===== src/sv/assert_macros.svh =====
// Assertion macros shared by the FLIC chunk decoder RTL.
`ifndef ASSERT_MACROS_SVH
`define ASSERT_MACROS_SVH
`ifndef SYNTHESIS
`define FPC_ASSERT(lbl, prop) \
	lbl: assert property (@(posedge clk) disable iff (!arst_n) (prop)) \
		else $error("flicpcd assertion failed");
`define FPC_ASSERT_NEXT(lbl, ante, cons) \
	lbl: assert property (@(posedge clk) disable iff (!arst_n) (ante) |=> (cons)) \
		else $error("flicpcd assertion failed");
`else
`define FPC_ASSERT(lbl, prop)
`define FPC_ASSERT_NEXT(lbl, ante, cons)
`endif
`endif


===== src/sv/flicpcd_pkg.sv =====
// Types, codes and helpers of the FLIC pixel chunk decoder.
package flicpcd_pkg;

	localparam int unsigned MAX_PIXELS_DEF = 4194304;
	localparam logic [22:0] SAT23 = 23'h7FFFFF;
	localparam logic [11:0] WIDTH_RST = 12'd320;
	localparam logic [11:0] HEIGHT_RST = 12'd200;
	localparam logic [23:0] AREA_RST = 24'd64000;

	typedef enum logic [1:0] {
		MODE_COPY = 2'd0,
		MODE_BRUN = 2'd1,
		MODE_LC   = 2'd2,
		MODE_SS2  = 2'd3
	} mode_t;

	typedef enum logic [1:0] {
		CFG_MODE   = 2'd0,
		CFG_WIDTH  = 2'd1,
		CFG_HEIGHT = 2'd2,
		CFG_NONE   = 2'd3
	} cfg_idx_t;

	typedef enum logic [3:0] {
		PH_START  = 4'd0,
		PH_Y_HI   = 4'd1,
		PH_N_LO   = 4'd2,
		PH_N_HI   = 4'd3,
		PH_LINE   = 4'd4,
		PH_PW_LO  = 4'd5,
		PH_PW_HI  = 4'd6,
		PH_SKIP   = 4'd7,
		PH_COUNT  = 4'd8,
		PH_REP    = 4'd9,
		PH_LIT    = 4'd10,
		PH_REP_LO = 4'd11,
		PH_REP_HI = 4'd12,
		PH_COPY   = 4'd13,
		PH_DONE   = 4'd14
	} phase_t;

	typedef struct packed {
		mode_t       mode;
		logic [11:0] width;
		logic [11:0] height;
		logic [23:0] area;
	} cfg_t;

	typedef struct packed {
		logic        valid;
		logic [21:0] write_address;
		logic [8:0]  run_length;
		logic [7:0]  first_pixel;
		logic [7:0]  second_pixel;
		logic        pair_pattern;
		logic        out_of_range;
		logic        chunk_done;
	} res_t;

	function automatic logic [22:0] sat23(input logic [29:0] v);
		logic [22:0] r;
		r = (v > 30'(SAT23)) ? SAT23 : v[22:0];
		return r;
	endfunction

endpackage


===== src/sv/flic_pixel_chunk_decoder.sv =====
// Top level of the FLIC 8-bit pixel chunk decoder: ports, registers, handshake.
//
// Input stream: one payload byte per transfer on s_axis_tdata, with
// s_axis_tuser[0] high on the first byte of a chunk to restart the parser.
// Output stream: at most one framebuffer write run per input byte; runs
// that end past the frame are still sent with the out-of-range flag set,
// and tlast marks the write that ends the chunk's final line.
// Configuration: cfg_wr_en/cfg_index/cfg_wdata write chunk kind (0),
// frame width (1) and frame height (2); write only while the block is idle.
// Data path: a byte is captured in the input register, stepped through the
// combinational parser, and its run is registered in the result register
// on the same edge that updates the parser state.
// Throughput: one byte per cycle unless stalled as below.
// When the receiver stalls, the result register holds its run; the input
// register keeps taking bytes that produce no run and stalls only when a
// byte with a run meets a full result register.
// Reset clears the parser to expect a chunk header and restores the
// register defaults (copy, 320 by 200); no output is valid after reset.
`include "assert_macros.svh"

module flic_pixel_chunk_decoder #(
	parameter int unsigned MAX_PIXELS = flicpcd_pkg::MAX_PIXELS_DEF
) (
	input  logic        clk,
	input  logic        arst_n,
	input  logic        s_axis_tvalid,
	output logic        s_axis_tready,
	input  logic [7:0]  s_axis_tdata,  // [7:0] data_byte
	input  logic [0:0]  s_axis_tuser,  // [0] chunk_start
	output logic        m_axis_tvalid,
	input  logic        m_axis_tready,
	// [21:0] write_address, [30:22] run_length, [38:31] first_pixel,
	// [46:39] second_pixel, [47] zero
	output logic [47:0] m_axis_tdata,
	output logic [1:0]  m_axis_tuser,  // [0] pair_pattern, [1] out_of_range
	output logic        m_axis_tlast,  // chunk_done
	input  logic        cfg_wr_en,
	input  logic [1:0]  cfg_index,
	input  logic [11:0] cfg_wdata
);

	flicpcd_pkg::mode_t mode_q;
	logic [11:0] width_q, height_q;
	logic [23:0] area_q;
	flicpcd_pkg::cfg_t cfg;

	logic       in_valid_s1;
	logic [7:0] in_byte_s1;
	logic       in_start_s1;
	logic       advance;
	logic       out_valid_q;
	flicpcd_pkg::res_t res, out_q;

	always_ff @(posedge clk or negedge arst_n) begin
		if (!arst_n) begin
			mode_q   <= flicpcd_pkg::MODE_COPY;
			width_q  <= flicpcd_pkg::WIDTH_RST;
			height_q <= flicpcd_pkg::HEIGHT_RST;
			area_q   <= flicpcd_pkg::AREA_RST;
		end else if (cfg_wr_en) begin
			unique case (flicpcd_pkg::cfg_idx_t'(cfg_index))
				flicpcd_pkg::CFG_MODE: mode_q <= flicpcd_pkg::mode_t'(cfg_wdata[1:0]);
				flicpcd_pkg::CFG_WIDTH: begin
					width_q <= cfg_wdata;
					area_q  <= 24'(cfg_wdata) * 24'(height_q);
				end
				flicpcd_pkg::CFG_HEIGHT: begin
					height_q <= cfg_wdata;
					area_q   <= 24'(width_q) * 24'(cfg_wdata);
				end
				default: ;
			endcase
		end
	end

	always_comb begin
		cfg.mode   = mode_q;
		cfg.width  = width_q;
		cfg.height = height_q;
		cfg.area   = area_q;
	end

	assign advance       = in_valid_s1 && (!out_valid_q || m_axis_tready || !res.valid);
	assign s_axis_tready = !in_valid_s1 || advance;

	always_ff @(posedge clk or negedge arst_n) begin
		if (!arst_n) begin
			in_valid_s1 <= 1'b0;
		end else if (s_axis_tready) begin
			in_valid_s1 <= s_axis_tvalid;
		end
	end

	always_ff @(posedge clk) begin
		if (s_axis_tready && s_axis_tvalid) begin
			in_byte_s1  <= s_axis_tdata;
			in_start_s1 <= s_axis_tuser[0];
		end
	end

	flicpcd_parser #(
		.MAX_PIXELS(MAX_PIXELS)
	) u_parser (
		.clk         (clk),
		.arst_n      (arst_n),
		.step_en     (advance),
		.data_byte   (in_byte_s1),
		.chunk_start (in_start_s1),
		.cfg         (cfg),
		.res         (res)
	);

	always_ff @(posedge clk or negedge arst_n) begin
		if (!arst_n) begin
			out_valid_q <= 1'b0;
		end else if (advance && res.valid) begin
			out_valid_q <= 1'b1;
		end else if (m_axis_tready) begin
			out_valid_q <= 1'b0;
		end
	end

	always_ff @(posedge clk) begin
		if (advance && res.valid) begin
			out_q <= res;
		end
	end

	assign m_axis_tvalid = out_valid_q;
	assign m_axis_tdata  = {1'b0, out_q.second_pixel, out_q.first_pixel,
		out_q.run_length, out_q.write_address};
	assign m_axis_tuser  = {out_q.out_of_range, out_q.pair_pattern};
	assign m_axis_tlast  = out_q.chunk_done;

	`FPC_ASSERT(a_pair_even, (out_valid_q && out_q.pair_pattern) |-> !out_q.run_length[0])
	`FPC_ASSERT(a_out_from_step, $rose(out_valid_q) |-> $past(advance))
	`FPC_ASSERT_NEXT(a_s1_held, in_valid_s1 && !advance, in_valid_s1)

endmodule


===== src/sv/flicpcd_parser.sv =====
// Chunk parser: parse state registers and the one-byte step logic.
`include "assert_macros.svh"

module flicpcd_parser #(
	parameter int unsigned MAX_PIXELS = flicpcd_pkg::MAX_PIXELS_DEF
) (
	input  logic                clk,
	input  logic                arst_n,
	input  logic                step_en,
	input  logic [7:0]          data_byte,
	input  logic                chunk_start,
	input  flicpcd_pkg::cfg_t   cfg,
	output flicpcd_pkg::res_t   res
);

	localparam logic [23:0] PIX_LIMIT = 24'(MAX_PIXELS);

	flicpcd_pkg::phase_t phase_q, cur_phase, n_phase, end_phase, pkt_phase;
	logic [15:0] lines_q, cur_lines, n_lines;
	logic [15:0] packets_q, cur_packets, n_packets;
	logic [8:0]  bytes_q, cur_bytes, n_bytes;
	logic [22:0] pp_q, cur_pp, n_pp;
	logic [22:0] lb_q, cur_lb, n_lb;
	logic [7:0]  hold_q, cur_hold, n_hold;

	logic [9:0]  amt;
	logic [22:0] pp_step, chk_pp, lb_next_line, lb_last_px, lb_mul, lb_skip, total;
	logic [23:0] pp_inc, chk_diff, lim, end_addr;
	logic        chk_over;
	logic [15:0] word, mul_a;
	logic [14:0] neg_word;
	logic [27:0] prod;

	logic        e_req, e_pair, e_force, fin, do_pkt, do_end, do_chk;
	logic [22:0] e_addr;
	logic [9:0]  e_len;
	logic [7:0]  e_a, e_b;

	assign cur_phase   = chunk_start ? flicpcd_pkg::PH_START : phase_q;
	assign cur_lines   = chunk_start ? '0 : lines_q;
	assign cur_packets = chunk_start ? '0 : packets_q;
	assign cur_bytes   = chunk_start ? '0 : bytes_q;
	assign cur_pp      = chunk_start ? '0 : pp_q;
	assign cur_lb      = chunk_start ? '0 : lb_q;
	assign cur_hold    = chunk_start ? '0 : hold_q;

	always_comb begin
		case (cur_phase)
			flicpcd_pkg::PH_SKIP:   amt = {2'b00, data_byte};
			flicpcd_pkg::PH_LIT:    amt = 10'd1;
			flicpcd_pkg::PH_REP:    amt = {1'b0, cur_bytes};
			flicpcd_pkg::PH_REP_HI: amt = {cur_bytes, 1'b0};
			default:                amt = '0;
		endcase
	end

	assign pp_step      = flicpcd_pkg::sat23(30'(cur_pp) + 30'(amt));
	assign lb_next_line = flicpcd_pkg::sat23(30'(cur_lb) + 30'(cfg.width));
	assign lb_last_px   = flicpcd_pkg::sat23(30'(cur_lb) + 30'(cfg.width) - 30'd1);

	assign word     = {data_byte, cur_hold};
	assign neg_word = 15'(17'h10000 - {1'b0, word});
	assign mul_a    = (cfg.mode == flicpcd_pkg::MODE_LC) ? word : {1'b0, neg_word};
	assign prod     = 28'(mul_a) * 28'(cfg.width);
	assign lb_mul   = flicpcd_pkg::sat23(30'(prod));
	assign lb_skip  = flicpcd_pkg::sat23(30'(cur_lb) + 30'(prod));

	assign chk_pp   = (cur_phase == flicpcd_pkg::PH_REP || cur_phase == flicpcd_pkg::PH_LIT)
		? pp_step : cur_pp;
	assign chk_diff = {1'b0, chk_pp} - {1'b0, cur_lb};
	assign chk_over = chk_diff[23] || (chk_diff[22:0] >= 23'(cfg.width));

	assign total  = (cfg.area > 24'(flicpcd_pkg::SAT23)) ? flicpcd_pkg::SAT23 : cfg.area[22:0];
	assign pp_inc = {1'b0, cur_pp} + 24'd1;

	always_comb begin
		n_phase   = cur_phase;
		n_lines   = cur_lines;
		n_packets = cur_packets;
		n_bytes   = cur_bytes;
		n_pp      = cur_pp;
		n_lb      = cur_lb;
		n_hold    = cur_hold;
		e_req     = 1'b0;
		e_addr    = cur_pp;
		e_len     = 10'd1;
		e_a       = data_byte;
		e_b       = '0;
		e_pair    = 1'b0;
		e_force   = 1'b0;
		fin       = 1'b0;
		do_pkt    = 1'b0;
		do_end    = 1'b0;
		do_chk    = 1'b0;
		pkt_phase = flicpcd_pkg::PH_LINE;
		end_phase = flicpcd_pkg::PH_LINE;
		if (cur_phase != flicpcd_pkg::PH_DONE) begin
			unique case (cfg.mode)
				flicpcd_pkg::MODE_COPY: begin
					if ((cur_phase != flicpcd_pkg::PH_START && cur_phase != flicpcd_pkg::PH_COPY)
						|| cur_pp >= total) begin
						n_phase = flicpcd_pkg::PH_DONE;
					end else begin
						e_req = 1'b1;
						n_pp = pp_inc[22:0];
						if (pp_inc >= {1'b0, total}) begin
							n_phase = flicpcd_pkg::PH_DONE;
							fin = 1'b1;
						end else begin
							n_phase = flicpcd_pkg::PH_COPY;
						end
					end
				end
				flicpcd_pkg::MODE_BRUN: begin
					unique case (cur_phase)
						flicpcd_pkg::PH_START: begin
							n_lines = 16'(cfg.height);
							if (cfg.height == '0) n_phase = flicpcd_pkg::PH_DONE;
							else do_chk = 1'b1;
						end
						flicpcd_pkg::PH_LINE: do_chk = 1'b1;
						flicpcd_pkg::PH_COUNT: begin
							if (data_byte[7]) begin
								n_bytes = 9'd256 - {1'b0, data_byte};
								n_phase = flicpcd_pkg::PH_LIT;
							end else begin
								n_bytes = {1'b0, data_byte};
								n_phase = flicpcd_pkg::PH_REP;
							end
						end
						flicpcd_pkg::PH_REP: begin
							e_req = 1'b1;
							e_len = {1'b0, cur_bytes};
							n_pp = pp_step;
							do_chk = 1'b1;
						end
						flicpcd_pkg::PH_LIT: begin
							e_req = 1'b1;
							n_pp = pp_step;
							if (cur_bytes <= 9'd1) begin
								n_bytes = '0;
								do_chk = 1'b1;
							end else begin
								n_bytes = cur_bytes - 9'd1;
							end
						end
						default: n_phase = flicpcd_pkg::PH_DONE;
					endcase
				end
				flicpcd_pkg::MODE_LC: begin
					pkt_phase = flicpcd_pkg::PH_LINE;
					unique case (cur_phase)
						flicpcd_pkg::PH_START: begin
							n_hold = data_byte;
							n_phase = flicpcd_pkg::PH_Y_HI;
						end
						flicpcd_pkg::PH_Y_HI: begin
							n_lb = lb_mul;
							n_pp = lb_mul;
							n_phase = flicpcd_pkg::PH_N_LO;
						end
						flicpcd_pkg::PH_N_LO: begin
							n_hold = data_byte;
							n_phase = flicpcd_pkg::PH_N_HI;
						end
						flicpcd_pkg::PH_N_HI: begin
							n_lines = word;
							n_phase = (word == '0) ? flicpcd_pkg::PH_DONE : flicpcd_pkg::PH_LINE;
						end
						flicpcd_pkg::PH_LINE: begin
							n_pp = cur_lb;
							n_packets = {8'd0, data_byte};
							if (data_byte == '0) begin
								do_end = 1'b1;
								end_phase = flicpcd_pkg::PH_LINE;
							end else begin
								n_phase = flicpcd_pkg::PH_SKIP;
							end
						end
						flicpcd_pkg::PH_COUNT: begin
							if (data_byte[7]) begin
								n_bytes = 9'd256 - {1'b0, data_byte};
								n_phase = flicpcd_pkg::PH_REP;
							end else if (data_byte == '0) begin
								do_pkt = 1'b1;
							end else begin
								n_bytes = {1'b0, data_byte};
								n_phase = flicpcd_pkg::PH_LIT;
							end
						end
						flicpcd_pkg::PH_REP: begin
							e_req = 1'b1;
							e_len = {1'b0, cur_bytes};
							n_pp = pp_step;
							do_pkt = 1'b1;
						end
						flicpcd_pkg::PH_SKIP: begin
							n_pp = pp_step;
							n_phase = flicpcd_pkg::PH_COUNT;
						end
						flicpcd_pkg::PH_LIT: begin
							e_req = 1'b1;
							n_pp = pp_step;
							if (cur_bytes <= 9'd1) begin
								n_bytes = '0;
								do_pkt = 1'b1;
							end else begin
								n_bytes = cur_bytes - 9'd1;
							end
						end
						default: n_phase = flicpcd_pkg::PH_DONE;
					endcase
				end
				flicpcd_pkg::MODE_SS2: begin
					pkt_phase = flicpcd_pkg::PH_PW_LO;
					unique case (cur_phase)
						flicpcd_pkg::PH_START: begin
							n_hold = data_byte;
							n_phase = flicpcd_pkg::PH_N_HI;
						end
						flicpcd_pkg::PH_N_HI: begin
							n_lines = word;
							n_phase = (word == '0) ? flicpcd_pkg::PH_DONE : flicpcd_pkg::PH_PW_LO;
						end
						flicpcd_pkg::PH_PW_LO: begin
							n_hold = data_byte;
							n_phase = flicpcd_pkg::PH_PW_HI;
						end
						flicpcd_pkg::PH_PW_HI: begin
							n_pp = cur_lb;
							if (data_byte[7] && data_byte[6]) begin
								n_lb = lb_skip;
								n_pp = lb_skip;
								n_phase = flicpcd_pkg::PH_PW_LO;
							end else if (data_byte[7]) begin
								e_req = 1'b1;
								e_a = cur_hold;
								if (cfg.width == '0) begin
									e_addr = cur_lb;
									e_force = 1'b1;
								end else begin
									e_addr = lb_last_px;
								end
								n_phase = flicpcd_pkg::PH_PW_LO;
							end else begin
								n_packets = word;
								if (word == '0) begin
									do_end = 1'b1;
									end_phase = flicpcd_pkg::PH_PW_LO;
								end else begin
									n_phase = flicpcd_pkg::PH_SKIP;
								end
							end
						end
						flicpcd_pkg::PH_COUNT: begin
							if (data_byte[7]) begin
								n_bytes = 9'd256 - {1'b0, data_byte};
								n_phase = flicpcd_pkg::PH_REP_LO;
							end else if (data_byte == '0) begin
								do_pkt = 1'b1;
							end else begin
								n_bytes = {data_byte, 1'b0};
								n_phase = flicpcd_pkg::PH_LIT;
							end
						end
						flicpcd_pkg::PH_REP_LO: begin
							n_hold = data_byte;
							n_phase = flicpcd_pkg::PH_REP_HI;
						end
						flicpcd_pkg::PH_REP_HI: begin
							e_req = 1'b1;
							e_len = {cur_bytes[8:0], 1'b0};
							e_b = cur_hold;
							e_pair = 1'b1;
							n_pp = pp_step;
							do_pkt = 1'b1;
						end
						flicpcd_pkg::PH_SKIP: begin
							n_pp = pp_step;
							n_phase = flicpcd_pkg::PH_COUNT;
						end
						flicpcd_pkg::PH_LIT: begin
							e_req = 1'b1;
							n_pp = pp_step;
							if (cur_bytes <= 9'd1) begin
								n_bytes = '0;
								do_pkt = 1'b1;
							end else begin
								n_bytes = cur_bytes - 9'd1;
							end
						end
						default: n_phase = flicpcd_pkg::PH_DONE;
					endcase
				end
			endcase
		end
		if (do_chk) begin
			if (chk_over) begin
				do_end = 1'b1;
				end_phase = flicpcd_pkg::PH_LINE;
			end else begin
				n_phase = flicpcd_pkg::PH_COUNT;
			end
		end
		if (do_pkt) begin
			if (n_packets <= 16'd1) begin
				n_packets = '0;
				do_end = 1'b1;
				end_phase = pkt_phase;
			end else begin
				n_packets = n_packets - 16'd1;
				n_phase = flicpcd_pkg::PH_SKIP;
			end
		end
		if (do_end) begin
			n_lb = lb_next_line;
			n_pp = lb_next_line;
			if (n_lines <= 16'd1) begin
				n_lines = '0;
				n_phase = flicpcd_pkg::PH_DONE;
				fin = 1'b1;
			end else begin
				n_lines = n_lines - 16'd1;
				n_phase = end_phase;
			end
		end
	end

	// frame limit and overrun check for the emitted run
	assign lim      = (cfg.area < PIX_LIMIT) ? cfg.area : PIX_LIMIT;
	assign end_addr = {1'b0, e_addr} + 24'(e_len);

	always_comb begin
		res.valid         = e_req && (e_len != '0);
		res.write_address = e_addr[21:0];
		res.run_length    = e_len[8:0];
		res.first_pixel   = e_a;
		res.second_pixel  = e_b;
		res.pair_pattern  = e_pair;
		res.out_of_range  = e_force || (end_addr > lim);
		res.chunk_done    = fin && e_req && (e_len != '0);
	end

	always_ff @(posedge clk or negedge arst_n) begin
		if (!arst_n) begin
			phase_q   <= flicpcd_pkg::PH_START;
			lines_q   <= '0;
			packets_q <= '0;
			bytes_q   <= '0;
			pp_q      <= '0;
			lb_q      <= '0;
			hold_q    <= '0;
		end else if (step_en) begin
			phase_q   <= n_phase;
			lines_q   <= n_lines;
			packets_q <= n_packets;
			bytes_q   <= n_bytes;
			pp_q      <= n_pp;
			lb_q      <= n_lb;
			hold_q    <= n_hold;
		end
	end

	`FPC_ASSERT_NEXT(a_done_ends_chunk, step_en && res.valid && res.chunk_done,
		phase_q == flicpcd_pkg::PH_DONE)
	`FPC_ASSERT(a_idle_after_done,
		(step_en && !chunk_start && phase_q == flicpcd_pkg::PH_DONE) |-> !res.valid)
	`FPC_ASSERT(a_run_nonzero, res.valid |-> (res.run_length != 9'd0))

endmodule

===== config.mk =====
export PLATFORM = sky130hd
export DESIGN_NAME = flic_pixel_chunk_decoder
export DESIGN_NICKNAME = d
export VERILOG_FILES = /design/src/sv/flicpcd_pkg.sv /design/src/sv/flic_pixel_chunk_decoder.sv /design/src/sv/flicpcd_parser.sv
export VERILOG_INCLUDE_DIRS = /design/src /design/src/sv
export SDC_FILE = /design/constraint.sdc
export NUM_CORES = 2
export LEC_CHECK = 0
export BUFFER_PORTS_ARGS = -buffer_cell sky130_fd_sc_hd__buf_2
export CORE_AREA = 2 2 304 306
export CTS_CLUSTER_SIZE = 24
export DETAILED_ROUTE_END_ITERATION = 8
export DIE_AREA = 0 0 306 308
export HOLD_SLACK_MARGIN = 0.02
export SLEW_MARGIN = 25
export SYNTH_ARGS = -nofsm -noshare
export SYNTH_HDL_FRONTEND = slang
export SYNTH_SLANG_ARGS = --single-unit

===== constraint.sdc =====
create_clock -name clk -period 19.2 [get_ports clk]
set_clock_uncertainty 0.05 [all_clocks]
set_input_delay 0 -clock clk [delete_from_list [all_inputs] [get_ports clk]]
set_output_delay 0 -clock clk [all_outputs]
set_load 0.03 [all_outputs]

# After elaboration in Yosys (flattened, before gate mapping)
# Cells that the tools add are included.
[word_totals]
reg_bits = 210
wordCells = 270
[op_classes]
n_lt_le_gt_ge = 14
n_mul = 3
eq_ne = 19
n_mux = 155
reduce_logical = 45
add_sub_neg = 12
[ops]
columns = ["operator", "count"]
rows = [
  ["$mux 23", 24],
  ["$mux 16", 15],
  ["$gt 30x23->1 const B", 4],
  ["$mux 4", 28],
  ["$pmux 23 s2", 2],
  ["$pmux 23 s4", 1],
  ["$mux 9", 9],
  ["$mux 8", 9],
  ["$pmux 23 s3", 1],
  ["$pmux 16 s2", 2],
  ["$pmux 4 s8", 2],
  ["$pmux 9 s2", 3],
  ["$add 23x10->24", 2],
  ["$mul 12x12->24", 2],
  ["$pmux 24 s2", 1],
  ["$mux 1", 40],
  ["$pmux 10 s4", 1],
  ["$le 16x1->1 const B", 2],
  ["$sub 16x1->16 const B", 2],
  ["$sub 30x1->30 const B", 1],
  ["$add 23x28->29", 1],
  ["$gt 28x23->1 const B", 1],
  ["$mul 16x12->28", 1],
  ["$pmux 9 s3", 1],
  ["44 further kinds", 93],
]

# Longest topological paths before layout
[logic_depth]
ltp_word = 17
depth_mapped = 48

# Hierarchy
# A second synthesis with hierarchy kept.
[hier_totals]
cells_unflattened = 5057
hier_area_um2 = 39477.9
[by_module_without_submodules]
columns = ["mod", "seq_area_each_um2", "n_inst", "cells_each", "area_per_inst_um2"]
rows = [
  ["flicpcd_parser", 2477.4, 1, 3698, 26081.3],
  ["flic_pixel_chunk_decoder", 3086.7, 1, 1359, 13396.6],
]

# Worst setup path after synthesis
# No wires, ideal clock.
[synth_path]
path_kind = "flip-flop to flip-flop"
startpoint = "reg in_start_s1"
endpoint = "reg u_parser.pp_q[2]"
synth_period_minus_slack_ps = 9745
arrival_time_ps = 9596
slack_ps = 9455
path_stages_with_launch = 43
setup_ps = 99
n_path_buf = 7
path_cell_list = "edfxtp_1 buf_2 inv_2 buf_2 buf_1 buf_1 clkbuf_1 nand2_1 a31oi_1 xnor2_1 clkbuf_1 nand2_1 fa_1 inv_1 fa_1 fa_1 fa_1 inv_1 (+7 left out) o21bai_1 a21oi_1 xnor2_1 ha_1 and4_1 and3_1 a221oi_1 o21ai_0 a31oi_1 o21ai_1 a221o_1 and3_1 o21a_1 o21ai_1 buf_2 nor2_1 a211o_1 a311oi_1"
[synth_via]
elab_chain_len = 15
word_cells_on_any_way = 97
cone_classes = "add/sub (6); mul (1); order compare (8); eq/ne (10); mux (55); reduce/logical (17)"
[synth_lines]
columns = ["item", "line_no", "source"]
rows = [
  ["start, declared", "flic_pixel_chunk_decoder.sv:49", "logic in_start_s1;"],
  ["start signal, assigned", "flic_pixel_chunk_decoder.sv:97", "in_start_s1 <= s_axis_tuser[0];"],
  ["parallel branches: the longest is 15 deep, another holds $gt 30x23->1", "--", ""],
  ["end signal, assigned", "flicpcd_parser.sv:358", "pp_q <= n_pp;"],
  ["end, declared", "flicpcd_parser.sv:22", "logic [22:0] pp_q, cur_pp, n_pp;"],
]
# Parallel ways; which one is timed is not known.
# A chain may end at the register's enable or synchronous reset.

==> reports/metrics.cfg <==
[yosys]
ys_seq_elements=210
synth_edf_count=59
syn_area_um2=38800
synth.area.top_cells=fa_1 18%, ha_1 12%, dfrtp_1 9.0%
yosys.area.top_type_share_pct=17.8
syn_avg_cell_area_um2=7.89
async_flop_share_pct=71.9
synth_nets=5652
synth_flop_cell=dfrtp_1
syn_inst=4912
synth_sequential_area_ratio_pct=14.3
synth_top_area_cell=fa_1
ys_warn_count=0
synth.distinct_cells=111

[floorplanning]
die_w_um=306
num_rows=111
dieArea_um2=94200
core_area_um2=91000
boundaryPins=81
start_util_pct=42.6
die_h_um=308

[timing]
relSlewSlack_pct=22.6
rsz0062_at_grt=false
max_freq_mhz=88.5
hold_viol=0
finalSetupTns_ps=0
fin_crit_sh_pct=58.8
slew_violations=0
period_needed_ps=11300
final-setup-viol-count=0
tightest_slew_ps=1160

[placement]
gp_congestion=1.10
io_buffers=79
dpl.hpwl_um=123000

[worst_setup_path]
startpoint_type=flop
cp_slowest_stage_delay_ps=670
reg2reg_slack_ps=7900
slowest_stage=or4_1
path_class=flop to flop
critical_path_required_ps=19500
crit_path_max_fanout=40
reg2reg_depth=41
crit_top_cell=o21ai_0
critical_path_arrival_ps=11600
r2r_start=in_start_s1
crit_path_end_kind=flop
rr_endpoint=m_axis_tuser[1]

[final_layout]
nFillCells=9099
utilization_pct=45.9
antenna_cells=0
fin_nets=5629
drive_above_1_share_pct=7.86
area_growth_pct=7.74

[min_path]
hold_end=height_q[9]
hp-class=input port to flop
holdPathStages=2
hold_start=cfg_wdata[9]

[clock_tree]
numClockSinks=210
clockBufferDepth=3
cts_max_level=1
tritoncts=done
cts-resized-gates=0
cts_root_buf=clkbuf_16
numCtsBuffers=28
clock_latency_ps=640
cts.clk_slew.worst_paths_ps=60

[route]
firstDrtPassIters=8
drc=0
dr_total_vias=38000
drt-initial-drc-count=4323
final_antenna_net_count=0
wl_um=160000
wl_per_cell_um=26.3
viasPerCell=6.23

[global_route]
grt_pass1_wl_um=238000
grt.overflow.total=0
grt_pass1_vias=36500
grt_use_total_pct=33.5
grt_antenna_before_repair=1
grt_max_degree=64

[run_status]
outcome=finished clean

[job]
drv_cap=0

==> layer usage <==
layer,global-route usage (%),vias to the layer above,wire [um]
li1,-,16900,-
met1,45.5,18600,66600
met2,49.9,2137,67100
met3,7.79,438,17400
met4,16.3,2,9020
met5,0,-,13
==> worst max-delay path by stage <==
stage / to / from / cells past startpoint / slack, ps
after CTS: m_axis_tuser[1] / in_start_s1 / 41 / 8290
final: m_axis_tuser[1] / in_start_s1 / 41 / 7900
after global placement: m_axis_tuser[1] / in_start_s1 / 41 / 8420
after detailed placement: m_axis_tuser[1] / in_start_s1 / 41 / 8310
after floorplan: u_parser.pp_q[2] / in_start_s1 / 42 / 9450
after global routing: m_axis_tuser[1] / in_start_s1 / 41 / 7550
==> flip-flops by register name (all words and copies together) (netlist names) <==
name and cells:
u_parser.bytes_q 9, area_q 24, in_start_s1 1, u_parser.lines_q 16, m_axis_tvalid 1, u_parser.pp_q 23
mode_q 2, width_q 12, m_axis_tuser 2, m_axis_tdata 47, in_byte_s1 8, height_q 12
u_parser.phase_q 4, u_parser.lb_q 23, u_parser.hold_q 8, in_valid_s1 1, m_axis_tlast 1, u_parser.packets_q 16
==> Yosys cell counts (all sizes together), types with 14 or more instances <==
cell	number
a211oi	44
a21boi	18
a21o	61
a21oi	263
a221oi	31
a22o	25
a22oi	36
a311oi	15
a31oi	41
and2	169
and3	36
buf	50
clkbuf	238
dfrtp	140
edfxtp	59
fa	345
ha	367
inv	519
mux2	36
mux2i	15
nand2	706
nand2b	35
nand3	76
nand3b	14
nand4	32
nor2	325
nor2b	71
nor3	117
nor4	38
o2111ai	17
o211ai	33
o21a	33
o21ai	315
o21bai	21
o221a	22
o221ai	49
o22ai	44
o31ai	32
or2	18
or3	14
xnor2	170
xor2	64
==> area by class of cell <==
cell class | instances | area, um^2 | share of cell area [%]
clock buffer | 37 | 766 | 1.83
inverter | 525 | 1970 | 4.72
multi-input combinational | 3889 | 30200 | 72.2
tap | 1186 | 1480 | 3.55
sequential | 210 | 5560 | 13.3
clock inverter | 15 | 161 | 0.386
timing repair buffer | 235 | 1660 | 3.97
==> layout by cell type, fill, tap and decap left out, types with 128 or more instances in the layout <==
cell,synthesis,layout
fa_1,345,345
ha_1,367,366
dfrtp_1,140,140
nor2_1,323,321
a21oi_1,261,260
nand2_1,705,705
xnor2_1,170,169
buf_4,6,128
inv_1,517,517
and2_1,167,167
o21ai_0,290,289
==> cell families after synthesis <==
group	Yosys count	synth area share [%]
compound gates	1205	20.7
fa+ha+maj	715	29.7
simple gates	1681	20.4
other cells	2	0.0194
xor+xnor	235	5.34
mux	51	1.43
flops	210	14.3
buf+inv	813	8.02
==> repair_timing <==
item,CTS,global route
hold buffers,28,0
setup buffers,0,0
hold endpoints to repair,130,0
==> critical path, delay by kind of cell (launching register included) <==
| family | cells | cell delay (ps) |
|---|---|---|
| XOR/XNOR | 1 | 160 |
| adder cells (fa/ha/maj) | 4 | 1390 |
| AO/OA/AOI/OAI | 17 | 4170 |
| AND/OR/NAND/NOR | 14 | 3450 |
| buffers and inverters | 5 | 1420 |
| flip-flops | 1 | 350 |
==> per-stage QoR <==
stage | hold WS [ps] | cell area, um^2 | setup WS (ps) | cells
2_1_floorplan | -346 | 38800 | 9450 | 4912
3_3_place_gp | -100 | 40500 | 8420 | 6017
3_5_place_dp | -93.0 | 40500 | 8310 | 6017
4_1_cts | 38.6 | 41800 | 8290 | 6097
5_1_grt | 53.3 | 41800 | 7550 | 6097
6_report | 29.9 | 41800 | 7900 | 6097
Power is not shown: default switching activity piles up to over one toggle a cycle in this logic, so the estimate is an artifact.
